--- config.mk ---
export PLATFORM = sky130hd
export DESIGN_NAME = status_packet_deframer_unit
export DESIGN_NICKNAME = d
export VERILOG_FILES = /design/src/rtl/spd_pkg.sv /design/src/rtl/spd_front.sv /design/src/rtl/spd_cmd_fifo.sv /design/src/rtl/spd_back.sv /design/src/rtl/status_packet_deframer_unit.sv
export SDC_FILE = /design/constraint.sdc
export NUM_CORES = 2
export LEC_CHECK = 0
export ABC_AREA = 1
export BUFFER_PORTS_ARGS = -buffer_cell sky130_fd_sc_hd__buf_2
export CAP_MARGIN = 20
export CORE_MARGIN = 5
export CORE_UTILIZATION = 38
export CTS_CLUSTER_SIZE = 28
export DETAILED_ROUTE_END_ITERATION = 8
export PLACE_DENSITY = 0.51
export SLEW_MARGIN = 10
export SYNTH_ARGS = -nofsm -noshare
export SYNTH_HDL_FRONTEND = slang
export SYNTH_SLANG_ARGS = --single-unit
--- constraint.sdc ---
create_clock -name clk -period 7.2 [get_ports clk]
set_input_delay 2.16 -clock clk [delete_from_list [all_inputs] [get_ports clk]]
set_output_delay 2.16 -clock clk [all_outputs]
set_load 0.03 [all_outputs]
--- src/rtl/spd_pkg.sv ---
`default_nettype none

package spd_pkg;

  // framing bytes
  localparam logic [7:0] HDR0     = 8'd205;
  localparam logic [7:0] HDR1     = 8'd235;
  localparam logic [7:0] HDR2     = 8'd215;
  localparam logic [7:0] SEP_BYTE = 8'd32;

  // packet lengths that produce results
  localparam logic [7:0] LONG_LEN  = 8'd115;
  localparam logic [7:0] SHORT_LEN = 8'd95;

  // word counts and separator checks
  localparam int unsigned IDX_W = 5;
  localparam int unsigned WCNT_W = 6;
  localparam logic [IDX_W-1:0]  LONG_WORDS  = 5'd23;
  localparam logic [IDX_W-1:0]  SHORT_WORDS = 5'd19;
  localparam logic [WCNT_W-1:0] SEP_CHECKS  = 6'd7;

  // word ram: one bank bit over the word index
  localparam int unsigned RAM_AW = IDX_W + 1;
  localparam int unsigned RAM_DEPTH = 2 ** RAM_AW;

  // word write from front to the word ram
  typedef struct packed {
    logic              en;
    logic [RAM_AW-1:0] addr;
    logic [31:0]       data;
  } wr_t;

  // finished packet handed from front to back
  typedef struct packed {
    logic bank;
    logic long_pkt;
    logic err;
  } cmd_t;

  // bank handed back from back to front
  typedef struct packed {
    logic en;
    logic bank;
  } rel_t;

  // one result transaction
  typedef struct packed {
    logic [IDX_W-1:0] idx;
    logic [31:0]      value;
    logic             status;
    logic             last;
  } res_t;

endpackage

`default_nettype wire

--- src/rtl/spd_front.sv ---
`default_nettype none

module spd_front (
  input  wire               clk,
  input  wire               rst_n,
  input  wire               push,
  output logic              full,
  input  wire  [7:0]        in_rx_byte,
  output spd_pkg::wr_t      wr,
  output logic              cmd_push,
  output spd_pkg::cmd_t     cmd,
  input  spd_pkg::rel_t     rel
);

  logic [7:0]                   older_r, older_nxt;
  logic [7:0]                   newer_r, newer_nxt;
  logic                         expect_len_r, expect_len_nxt;
  logic [7:0]                   target_len_r, target_len_nxt;
  logic [7:0]                   rcv_cnt_r, rcv_cnt_nxt;
  logic [2:0]                   col_r, col_nxt;
  logic [spd_pkg::WCNT_W-1:0]   widx_r, widx_nxt;
  logic [23:0]                  asm_r, asm_nxt;
  logic                         sep_err_r, sep_err_nxt;
  logic                         wr_bank_r, wr_bank_nxt;
  logic [1:0]                   busy_r, busy_nxt;

  logic accept;
  logic header;
  logic payload;
  logic done;
  logic known;
  logic sep_bad;

  // stall while the bank to be filled still waits for the back end
  assign full   = busy_r[wr_bank_r];
  assign accept = push & ~full;

  // classify the incoming byte
  assign header  = (older_r == spd_pkg::HDR0) && (newer_r == spd_pkg::HDR1) &&
                   (in_rx_byte == spd_pkg::HDR2);
  assign payload = !header && !expect_len_r && (target_len_r > rcv_cnt_r);
  assign done    = payload && (({1'b0, rcv_cnt_r} + 9'd1) == {1'b0, target_len_r});
  assign known   = (target_len_r == spd_pkg::LONG_LEN) ||
                   (target_len_r == spd_pkg::SHORT_LEN);
  assign sep_bad = payload && (col_r == 3'd4) && (widx_r < spd_pkg::SEP_CHECKS) &&
                   (in_rx_byte != spd_pkg::SEP_BYTE);

  // word write on the fourth byte of each group
  assign wr.en   = accept && payload && (col_r == 3'd3) &&
                   (widx_r < {1'b0, spd_pkg::LONG_WORDS});
  assign wr.addr = {wr_bank_r, widx_r[spd_pkg::IDX_W-1:0]};
  assign wr.data = {in_rx_byte, asm_r};

  // packet command on completion of a known length
  assign cmd_push     = accept && done && known;
  assign cmd.bank     = wr_bank_r;
  assign cmd.long_pkt = (target_len_r == spd_pkg::LONG_LEN);
  assign cmd.err      = sep_err_r | sep_bad;

  // next state
  always_comb begin
    older_nxt      = older_r;
    newer_nxt      = newer_r;
    expect_len_nxt = expect_len_r;
    target_len_nxt = target_len_r;
    rcv_cnt_nxt    = rcv_cnt_r;
    col_nxt        = col_r;
    widx_nxt       = widx_r;
    asm_nxt        = asm_r;
    sep_err_nxt    = sep_err_r;
    wr_bank_nxt    = wr_bank_r;
    busy_nxt       = busy_r;
    if (accept) begin
      older_nxt = newer_r;
      newer_nxt = in_rx_byte;
      if (header) begin
        expect_len_nxt = 1'b1;
        target_len_nxt = 8'd0;
        rcv_cnt_nxt    = 8'd0;
        col_nxt        = 3'd0;
        widx_nxt       = '0;
        sep_err_nxt    = 1'b0;
      end else if (expect_len_r) begin
        expect_len_nxt = 1'b0;
        target_len_nxt = in_rx_byte;
      end else if (payload) begin
        rcv_cnt_nxt = rcv_cnt_r + 8'd1;
        sep_err_nxt = sep_err_r | sep_bad;
        case (col_r)
          3'd0: asm_nxt[7:0]   = in_rx_byte;
          3'd1: asm_nxt[15:8]  = in_rx_byte;
          3'd2: asm_nxt[23:16] = in_rx_byte;
          default: asm_nxt = asm_r;
        endcase
        if (col_r == 3'd4) begin
          col_nxt  = 3'd0;
          widx_nxt = widx_r + spd_pkg::WCNT_W'(1);
        end else begin
          col_nxt = col_r + 3'd1;
        end
        if (done) begin
          target_len_nxt = 8'd0;
          rcv_cnt_nxt    = 8'd0;
        end
      end
    end
    // bank bookkeeping
    if (rel.en) begin
      busy_nxt[rel.bank] = 1'b0;
    end
    if (cmd_push) begin
      busy_nxt[wr_bank_r] = 1'b1;
      wr_bank_nxt         = ~wr_bank_r;
    end
  end

  // control registers
  always_ff @(posedge clk) begin
    if (!rst_n) begin
      older_r      <= 8'd0;
      newer_r      <= 8'd0;
      expect_len_r <= 1'b0;
      target_len_r <= 8'd0;
      rcv_cnt_r    <= 8'd0;
      col_r        <= 3'd0;
      widx_r       <= '0;
      sep_err_r    <= 1'b0;
      wr_bank_r    <= 1'b0;
      busy_r       <= 2'b00;
    end else begin
      older_r      <= older_nxt;
      newer_r      <= newer_nxt;
      expect_len_r <= expect_len_nxt;
      target_len_r <= target_len_nxt;
      rcv_cnt_r    <= rcv_cnt_nxt;
      col_r        <= col_nxt;
      widx_r       <= widx_nxt;
      sep_err_r    <= sep_err_nxt;
      wr_bank_r    <= wr_bank_nxt;
      busy_r       <= busy_nxt;
    end
  end

  // partial word bytes
  always_ff @(posedge clk) begin
    asm_r <= asm_nxt;
  end

endmodule

`default_nettype wire

--- src/rtl/spd_cmd_fifo.sv ---
`default_nettype none

module spd_cmd_fifo (
  input  wire            clk,
  input  wire            rst_n,
  input  wire            wr_en,
  input  spd_pkg::cmd_t  wr_cmd,
  output logic           full,
  input  wire            rd_en,
  output logic           empty,
  output spd_pkg::cmd_t  rd_cmd
);

  spd_pkg::cmd_t q_r [2];
  logic          wptr_r, rptr_r;
  logic [1:0]    cnt_r;
  logic          do_wr, do_rd;

  assign full   = (cnt_r == 2'd2);
  assign empty  = (cnt_r == 2'd0);
  assign do_wr  = wr_en & ~full;
  assign do_rd  = rd_en & ~empty;
  assign rd_cmd = q_r[rptr_r];

  // pointers and fill count
  always_ff @(posedge clk) begin
    if (!rst_n) begin
      wptr_r <= 1'b0;
      rptr_r <= 1'b0;
      cnt_r  <= 2'd0;
    end else begin
      if (do_wr) wptr_r <= ~wptr_r;
      if (do_rd) rptr_r <= ~rptr_r;
      if (do_wr && !do_rd) begin
        cnt_r <= cnt_r + 2'd1;
      end else if (do_rd && !do_wr) begin
        cnt_r <= cnt_r - 2'd1;
      end
    end
  end

  // entry storage
  always_ff @(posedge clk) begin
    if (do_wr) q_r[wptr_r] <= wr_cmd;
  end

endmodule

`default_nettype wire

--- src/rtl/spd_back.sv ---
`default_nettype none

module spd_back (
  input  wire                       clk,
  input  wire                       rst_n,
  input  spd_pkg::wr_t              wr,
  input  wire                       cmd_empty,
  input  spd_pkg::cmd_t             cmd_head,
  output logic                      cmd_pop,
  output spd_pkg::rel_t             rel,
  output logic                      empty,
  input  wire                       pop,
  output logic [spd_pkg::IDX_W-1:0] out_word_index,
  output logic [31:0]               out_word_value,
  output logic                      out_packet_status,
  output logic                      out_last_of_packet
);

  logic [31:0]               mem [spd_pkg::RAM_DEPTH];
  logic [31:0]               ram_q_r;

  logic                      run_r;
  logic                      cur_bank_r;
  logic                      cur_long_r;
  logic                      cur_err_r;
  logic [spd_pkg::IDX_W-1:0] k_r;

  logic                      s1_vld_r;
  logic [spd_pkg::IDX_W-1:0] s1_idx_r;
  logic                      s1_err_r;
  logic                      s1_last_r;

  spd_pkg::res_t             of_q_r [2];
  logic                      of_wptr_r, of_rptr_r;
  logic [1:0]                occ_r;

  logic [spd_pkg::IDX_W-1:0] words;
  logic                      pop_fire;
  logic [2:0]                load;
  logic                      issue;
  logic                      last_issue;
  spd_pkg::res_t             s1_res;
  spd_pkg::res_t             head;

  // issue control: keep in-flight plus held results within the output queue
  assign words      = cur_long_r ? spd_pkg::LONG_WORDS : spd_pkg::SHORT_WORDS;
  assign pop_fire   = pop & ~empty;
  assign load       = {1'b0, occ_r} + {2'b00, s1_vld_r} - {2'b00, pop_fire};
  assign issue      = run_r && (load < 3'd2);
  assign last_issue = cur_err_r || (k_r == words - 5'd1);
  assign cmd_pop    = !run_r && !cmd_empty;

  assign rel.en   = issue && last_issue;
  assign rel.bank = cur_bank_r;

  // sequencer over the words of one packet
  always_ff @(posedge clk) begin
    if (!rst_n) begin
      run_r    <= 1'b0;
      s1_vld_r <= 1'b0;
    end else begin
      s1_vld_r <= issue;
      if (cmd_pop) begin
        run_r <= 1'b1;
      end else if (issue && last_issue) begin
        run_r <= 1'b0;
      end
    end
  end

  // packet fields and read stage payload
  always_ff @(posedge clk) begin
    if (cmd_pop) begin
      cur_bank_r <= cmd_head.bank;
      cur_long_r <= cmd_head.long_pkt;
      cur_err_r  <= cmd_head.err;
      k_r        <= '0;
    end else if (issue) begin
      k_r <= k_r + 5'd1;
    end
    if (issue) begin
      s1_idx_r  <= cur_err_r ? '0 : k_r;
      s1_err_r  <= cur_err_r;
      s1_last_r <= last_issue;
    end
  end

  // word ram, written by the front end
  always_ff @(posedge clk) begin
    if (wr.en) mem[wr.addr] <= wr.data;
    if (issue && !cur_err_r) ram_q_r <= mem[{cur_bank_r, k_r}];
  end

  // result assembly
  always_comb begin
    s1_res.idx    = s1_idx_r;
    s1_res.value  = s1_err_r ? 32'd0 : ram_q_r;
    s1_res.status = s1_err_r;
    s1_res.last   = s1_last_r;
  end

  // output queue control
  always_ff @(posedge clk) begin
    if (!rst_n) begin
      of_wptr_r <= 1'b0;
      of_rptr_r <= 1'b0;
      occ_r     <= 2'd0;
    end else begin
      if (s1_vld_r) of_wptr_r <= ~of_wptr_r;
      if (pop_fire) of_rptr_r <= ~of_rptr_r;
      if (s1_vld_r && !pop_fire) begin
        occ_r <= occ_r + 2'd1;
      end else if (pop_fire && !s1_vld_r) begin
        occ_r <= occ_r - 2'd1;
      end
    end
  end

  // output queue storage
  always_ff @(posedge clk) begin
    if (s1_vld_r) of_q_r[of_wptr_r] <= s1_res;
  end

  assign head               = of_q_r[of_rptr_r];
  assign empty              = (occ_r == 2'd0);
  assign out_word_index     = head.idx;
  assign out_word_value     = head.value;
  assign out_packet_status  = head.status;
  assign out_last_of_packet = head.last;

endmodule

`default_nettype wire

--- src/rtl/status_packet_deframer_unit.sv ---
// path: a packet's first result reaches the outputs through the command queue, ram read stage and result queue
// throughput: one byte per cycle while full is low; results leave at one per cycle from a 2-entry queue while popped
// bytes stall (full) only while both word ram banks hold packets whose words are not yet all read
// reset: synchronous active-low rst_n clears framing state, command and result queues
// the word ram is not cleared: every word read was written by the same packet
`default_nettype none

module status_packet_deframer_unit (
  input  wire                       clk,
  input  wire                       rst_n,
  input  wire                       push,
  output logic                      full,
  input  wire  [7:0]                in_rx_byte,
  output logic                      empty,
  input  wire                       pop,
  output logic [spd_pkg::IDX_W-1:0] out_word_index,
  output logic [31:0]               out_word_value,
  output logic                      out_packet_status,
  output logic                      out_last_of_packet
);

  spd_pkg::wr_t  wr;
  spd_pkg::cmd_t cmd;
  spd_pkg::cmd_t cmd_head;
  spd_pkg::rel_t rel;
  logic          cmd_push;
  logic          cmd_full;
  logic          cmd_empty;
  logic          cmd_pop;

  // framing, word assembly and separator check
  spd_front u_front (
    .clk        (clk),
    .rst_n      (rst_n),
    .push       (push),
    .full       (full),
    .in_rx_byte (in_rx_byte),
    .wr         (wr),
    .cmd_push   (cmd_push),
    .cmd        (cmd),
    .rel        (rel)
  );

  // finished packets waiting for emission
  spd_cmd_fifo u_cmd_fifo (
    .clk    (clk),
    .rst_n  (rst_n),
    .wr_en  (cmd_push),
    .wr_cmd (cmd),
    .full   (cmd_full),
    .rd_en  (cmd_pop),
    .empty  (cmd_empty),
    .rd_cmd (cmd_head)
  );

  // word ram and result emission
  spd_back u_back (
    .clk                (clk),
    .rst_n              (rst_n),
    .wr                 (wr),
    .cmd_empty          (cmd_empty),
    .cmd_head           (cmd_head),
    .cmd_pop            (cmd_pop),
    .rel                (rel),
    .empty              (empty),
    .pop                (pop),
    .out_word_index     (out_word_index),
    .out_word_value     (out_word_value),
    .out_packet_status  (out_packet_status),
    .out_last_of_packet (out_last_of_packet)
  );

  // bank tracking must keep the command queue from overflowing
  a_cmd_no_overflow: assert property (@(posedge clk) disable iff (!rst_n)
    !(cmd_push && cmd_full))
    else $error("command pushed into a full queue");

  // no result survives a reset
  a_empty_after_reset: assert property (@(posedge clk)
    (rst_n && $past(!rst_n)) |-> empty)
    else $error("result queue not empty after reset");

  // an error result is a lone, zeroed transaction
  a_error_shape: assert property (@(posedge clk) disable iff (!rst_n)
    (!empty && out_packet_status) |->
      (out_last_of_packet && (out_word_index == '0) && (out_word_value == 32'd0)))
    else $error("malformed error result");

  // the front end never writes a bank that is being released
  a_no_write_busy: assert property (@(posedge clk) disable iff (!rst_n)
    rel.en |-> !(wr.en && (wr.addr[spd_pkg::RAM_AW-1] == rel.bank)))
    else $error("word written into a bank being released");

endmodule

`default_nettype wire

Word level (Yosys, flattened, before mapping)
Memories as Yosys holds them, arrays and structs flattened. A register that Yosys moved wholly into a read port is not among the register bits. Cells that the tools add are included.

Bitwise logic cells: 19. Multiplexer cells: 44. Order comparisons: 8. Reduce and logical (&&, ||, !) cells: 50. Add/sub/neg operators: 12. Shift-type cells: 0. Div/mod/pow operators: 0. $mul: 0. Eq/ne operators: 14.

Operator list (count): 8-bit two-way mux (8); 32-bit two-way mux (1); 8-bit == test (second input constant) (3); 6-bit two-way mux (4); 1-bit logical AND (23); 1-bit two-way mux (18); 8-bit by 7-bit == test with 1-bit output (second input constant) (2); 3-bit two-way mux (5); 5-bit AND reduction (3); 2-bit two-way mux (6); 1-bit inverter (11); 2-bit nonzero test (5); 8-bit by 1-bit adder with 9-bit output (second input constant) (1); 9-bit by 8-bit == test with 1-bit output (1); 1-bit zero test (9); 8-bit by 1-bit adder with 8-bit output (second input constant) (1); 8-bit greater-than comparator (1); 8-bit by 6-bit inequality test with 1-bit output (second input constant) (1); 6-bit by 1-bit adder with 6-bit output (second input constant) (1); 3-bit by 2-bit == test with 1-bit output (second input constant) (2); 6-bit by 3-bit < comparator with 1-bit output (second input constant) (1); 6-bit by 5-bit < comparator with 1-bit output (second input constant) (1); 3-bit AND reduction (2); 3-bit nonzero test (2); 25 further kinds (35).

Latch bits: 0. Memories kept: 3. Output and inout bits: 41. Register bits after elaboration: 92. Bits in writable memories: 2132. ROM bits: 0. Logic and storage cells: 175.

Memories: u_back.mem (words 64, width 32, rd ports 1, clocked after memory_dff 1, write ports 1, RTL line spd_back.sv:19) `logic [31:0] mem [spd_pkg::RAM_DEPTH];`; u_back.of_q_r (words 2, width 39, rd ports 1, clocked after memory_dff 1, write ports 1, RTL line spd_back.sv:33) `spd_pkg::res_t of_q_r [2];`; u_cmd_fifo.q_r (words 2, width 3, rd ports 1, clocked after memory_dff 1, write ports 1, RTL line spd_cmd_fifo.sv:14) `spd_pkg::cmd_t q_r [2];`.

Depth between registers and ports, before layout
Depth after elaboration: 14. Mapped depth: 20. Depth with buffers taken out: 20.

By module
Synthesis repeated with hierarchy kept, for this count alone.

Cell total of the unflattened synthesis: 8628. Area total of the unflattened synthesis: 94494.4 µm².

By module, submodules not included: spd_back (area each 90332.9 µm², cells each 8102, instances 1, seq. area each 65342.7 µm²); spd_front (area each 3692.3 µm², cells each 479, instances 1, seq. area each 1641.6 µm²); spd_cmd_fifo (area each 469.2 µm², cells each 47, instances 1, seq. area each 280.3 µm²).

Least setup slack after synthesis
OpenSTA, ideal clock, no wires.

Kind: input port to flip-flop. From: in pop. To: reg u_back.ram_q_r[0] (read register of u_back.mem) (enable). Setup slack: 1495 ps. Buffers on the path: 1. Data arrival time: 5284 ps. Data required time: 6779 ps. Stages: 9. Cell sequence: o21ai_0 ha_1 nor2_1 fa_1 nor2_1 and3_1 clkbuf_1 inv_1 nor2_1.

Cells in the longest elaborated chain, start to end: 5.

Ends and longest elaborated chain: start, declared (RTL line status_packet_deframer_unit.sv:15) `input wire pop,`; 1-bit AND (RTL line spd_back.sv:47) `assign pop_fire = pop & ~empty;`; 3-bit by 1-bit subtractor with 3-bit output (RTL line spd_back.sv:48) `assign load = {1'b0, occ_r} + {2'b00, s1_vld_r} - {2'b00, pop_fire};`; 3-bit by 2-bit < comparator with 1-bit output (RTL line spd_back.sv:49) `assign issue = run_r && (load < 3'd2);`; 1-bit logical AND (RTL line spd_back.sv:49); via u_back.issue (RTL line spd_back.sv:40) `logic issue;`; 1-bit logical AND (RTL line spd_back.sv:91) `if (issue && !cur_err_r) ram_q_r <= mem[{cur_bank_r, k_r}];`; end, declared (RTL line spd_back.sv:20) `logic [31:0] ram_q_r;`.

The timed path passes the listed nets, and every way through them passes these cells. A chain may end at the register's enable or synchronous reset.

Worst setup path after layout
From: in in_rx_byte[3]. To: mem u_back.mem[36][7] (enable).

Cells in the longest elaborated chain, start to end: 10.

Ends and longest elaborated chain: start, declared (RTL line status_packet_deframer_unit.sv:13) `input wire [7:0] in_rx_byte,`; 8-bit == test (RTL line spd_front.sv:40) `(in_rx_byte == spd_pkg::HDR2);`; 1-bit logical AND (RTL line spd_front.sv:39) `assign header = (older_r == spd_pkg::HDR0) && (newer_r == spd_pkg::HDR1) &&`; 1-bit zero test (RTL line spd_front.sv:41) `assign payload = !header && !expect_len_r && (target_len_r > rcv_cnt_r);`; 1-bit logical AND (2 in a row) (RTL line spd_front.sv:41); 1-bit logical AND (3 in a row) (RTL line spd_front.sv:49) `assign wr.en = accept && payload && (col_r == 3'd3) &&`; 1-bit two-way mux (RTL line spd_back.sv:90) `if (wr.en) mem[wr.addr] <= wr.data;`; 1-bit two-way mux (implied by the code) (RTL line spd_back.sv:90); end, declared (RTL line spd_back.sv:19).

No other way between the ends.

==> impl_metrics.json <==
{
  "outcome": "completed",
  "fin_crit_ns": 4.860,
  "hold_viol": 0,
  "ys_warn_count": 0,
  "cts_tree": "yes",
  "yosys.area_share.simple_pct": 8.587,
  "netSwitchingFraction_pct": 31.50,
  "synth_top_family_by_area": "compound AO/OA/AOI/OAI gates",
  "grt_pass1_vias": 53410,
  "arrival_ns": 5.41,
  "dieArea_um2": 243400,
  "synth_cell_types": 55,
  "root_buffer": "clkbuf_16",
  "viasPerCell": 5.389,
  "yosysSeqAreaShare_pct": 75.76,
  "gp_congestion": 0.8049,
  "path_max_fanout": 32,
  "tightest_slew_ns": 1.137,
  "maxSlewHeadroom_pct": 24.21,
  "p_sw_uw": 10400,
  "max_freq_ghz": 0.2058,
  "die_height_um": 493.3,
  "synthXorXnorAreaFrac_pct": 0.04934,
  "postCtsHoldBufs": 0,
  "crit_slowest_cell": "nor2_1",
  "cts_buffer_depth": 3,
  "cellLeakagePower_uw": 0.03359,
  "clkLatencyLatePin_ns": 0.87,
  "nFillCells": 21420,
  "finClkSkew_ns": 0.04270,
  "areaGrowthSynthToFinish_pct": 14.46,
  "hpwl_um": 151400,
  "postCtsSetupRepairBufs": 0,
  "grt_remaining_overflow": 0,
  "synth_fa_ha_area_share_pct": 0.3045,
  "pwr-share-clk_pct": 34.0,
  "dr_total_vias": 56180,
  "period_share_pct": 67.50,
  "layout_commonest_cell": "edfxtp_1",
  "cts.sinks": 2260,
  "synth_edf_count": 2198,
  "layout_common_cells": "edfxtp_1 (2198), nor2_1 (1205), o21ai_0 (1034)",
  "drive_gt1_share_pct": 8.753,
  "clkTransAtPathRegs_ns": 0.06,
  "route.detailed.drc": 0,
  "preCtsSetupSlack_ns": 1.350,
  "ant_nets": 0,
  "p_seq_share_pct": 45.0,
  "post_drt_wl_per_cell_um": 25.19,
  "cts_buffers": 231,
  "drt_wl_total_um": 262600,
  "num_rows": 177,
  "crit_chain": "buf_2 -> nor2_1 -> nand2_1 -> nor2_1 -> nand3_2 -> nand2_1 -> nor2_2 -> nand2_2 -> inv_2 -> nand2_1 -> nor2_2 -> nand3_1 -> buf_4 -> nor2_4 -> buf_4",
  "holdWs_ns": 0.4519,
  "h-tree-depth": 4,
  "setup_viol": 0,
  "grt_use_total_pct": 21.09,
  "max-cap-violations": 0,
  "worstSetupStartpointType": "primary input",
  "hold_path.class": "reg2reg",
  "dr.pass1.iters": 6,
  "critPathMostFrequentCell": "nand2_1",
  "final_nets": 7211,
  "core_um2": 232500,
  "synth.mux.area_fraction_pct": 0.5060,
  "synth_cells": 6654,
  "die_x_um": 493.3,
  "grt_max_degree": 173,
  "synth_ff_type": "edfxtp_1",
  "combPwrFrac_pct": 21.0,
  "fin_tns_setup_ns": 0,
  "grt_pass1_wl_um": 378300,
  "async_flop_share_pct": 0,
  "synth_compound_area_share_pct": 11.66,
  "drv_slew": 0,
  "max_stage_delay_ns": 0.77,
  "internal-power_uw": 22610,
  "io_buffers": 52,
  "cp.buffers_inverters": 4,
  "start_util_pct": 38.17,
  "cp-end-kind": "register",
  "mappedNetlistArea_um2": 88760,
  "ys_ff_latch": 2260,
  "antenna_found_initial": 13,
  "critPathKind": "in2reg",
  "drt_iter0_markers": 5976,
  "ir_worst_vdd_mv": 0.2659,
  "syn_area_per_cell_um2": 13.34,
  "fin_ws_ns": 2.340,
  "post_cts_resized": 0,
  "rsz0062_at_grt": "false",
  "required_ns": 7.75,
  "ios": 53,
  "cp_top_family": "simple AND/OR/NAND/NOR gates",
  "p_per_area_nw_per_um2": 324.9
}
-- area by class of cell --
cell class | instances | area, µm² | share of cell area, %
repair buffers | 231 | 1989 | 1.958
flip-flops and latches | 2260 | 67260 | 66.20
multi-input cells | 4336 | 21050 | 20.72
clock buffers | 304 | 6160 | 6.063
diodes | 12 | 30.03 | 0.02956
inverters | 118 | 479.2 | 0.4717
well taps | 3043 | 3807 | 3.748
clock inverters | 120 | 822.0 | 0.8091
-- cell families (layout without fill, tap and decap cells) --
group                      after synthesis  after routing
AOI/OAI and AO/OA                     1831           1831
xor gates and xnor gates                 5              5
adders and majority gates               21             21
buffers and inverters                  569            773
DFF                                   2260           2260
muxes                                   40             40
other                                    1            524
and+or+nand+nor                       1927           1927
-- registers in the layout (all words and copies together), names as in the netlist, 3 cells and up, named ones only --
signal / flops
u_back.mem: 2048
u_back.of_q_r: 78
u_back.ram_q_r: 32
u_front.asm_r: 24
u_front.newer_r: 8
u_front.older_r: 8
u_front.rcv_cnt_r: 8
u_front.target_len_r: 8
u_cmd_fifo.q_r: 6
u_front.widx_r: 6
u_back.k_r: 5
u_back.s1_idx_r: 5
u_front.col_r: 3
-- stage by stage --
stage | total power, µW | cells | util, % | area, µm²
floorplan | 19530 | 7165 | - | 90680
global placement | 22070 | 9978 | 40.57 | 94340
detailed placement | 22110 | 9986 | 40.65 | 94540
CTS | 33280 | 10410 | 43.66 | 101500
global route | 34470 | 10420 | 43.68 | 101600
finish | 33010 | 10420 | 43.69 | 101600
-- cell usage after synthesis, types with 5 or more instances --
library cell | count | share of area [%]
a21oi_1 | 123 | 0.69
a31oi_1 | 8 | 0.056
buf_1 | 7 | 0.030
buf_2 | 142 | 0.80
buf_4 | 38 | 0.32
buf_6 | 41 | 0.52
clkbuf_1 | 221 | 0.93
dfxtp_1 | 62 | 1.4
edfxtp_1 | 2198 | 74
ha_1 | 20 | 0.28
inv_1 | 109 | 0.46
inv_2 | 5 | 0.021
mux2_2 | 39 | 0.49
nand2_1 | 425 | 1.8
nand3_1 | 188 | 1.1
nand4_1 | 42 | 0.30
nor2_1 | 1257 | 5.3
o211ai_1 | 125 | 1.1
o21ai_0 | 1034 | 5.8
o21ai_1 | 67 | 0.38
o221ai_1 | 86 | 0.85
o22ai_1 | 363 | 2.6
o31ai_1 | 6 | 0.051
-- routing by layer --
layer,global-route usage [%],share of wire (%),up-vias
met5,0,0.0095,-
met4,6.067,2.8,4
met3,3.766,7.2,332
met2,33.45,46,1869
met1,29.93,44,28620
li1,-,-,25350
-- worst paths after layout --
| kind | start | slack (ns) | cells after the start | endpoint |
|---|---|---|---|---|
| setup / recovery | in_rx_byte[3] | 2.34 | 15 | u_back.mem[36][7]$_DFFE_PP_ |
| hold reg to reg | u_back.s1_idx_r[1]$_SDFFCE_PP0N_ | 0.45 | 0 | u_back.of_q_r[1][35]$_DFFE_PP_ |
| setup reg to reg | u_back.k_r[0]$_SDFFE_PP0N_ | 3.13 | 9 | u_back.ram_q_r[6]$_DFFE_PP_ |
| hold / removal | u_back.s1_idx_r[1]$_SDFFCE_PP0N_ | 0.45 | 0 | u_back.of_q_r[1][35]$_DFFE_PP_ |
-- power groups by stage --
stage,clock network (µW),logic (µW),registers [µW]
final,11200,6940,14900
after global routing,12000,7580,14900
after CTS,11400,6990,14900
after detailed placement,0,6970,15100
after global placement,0,6940,15100
after floorplan,0,4560,15000
Power figures use the tool's default switching activity.
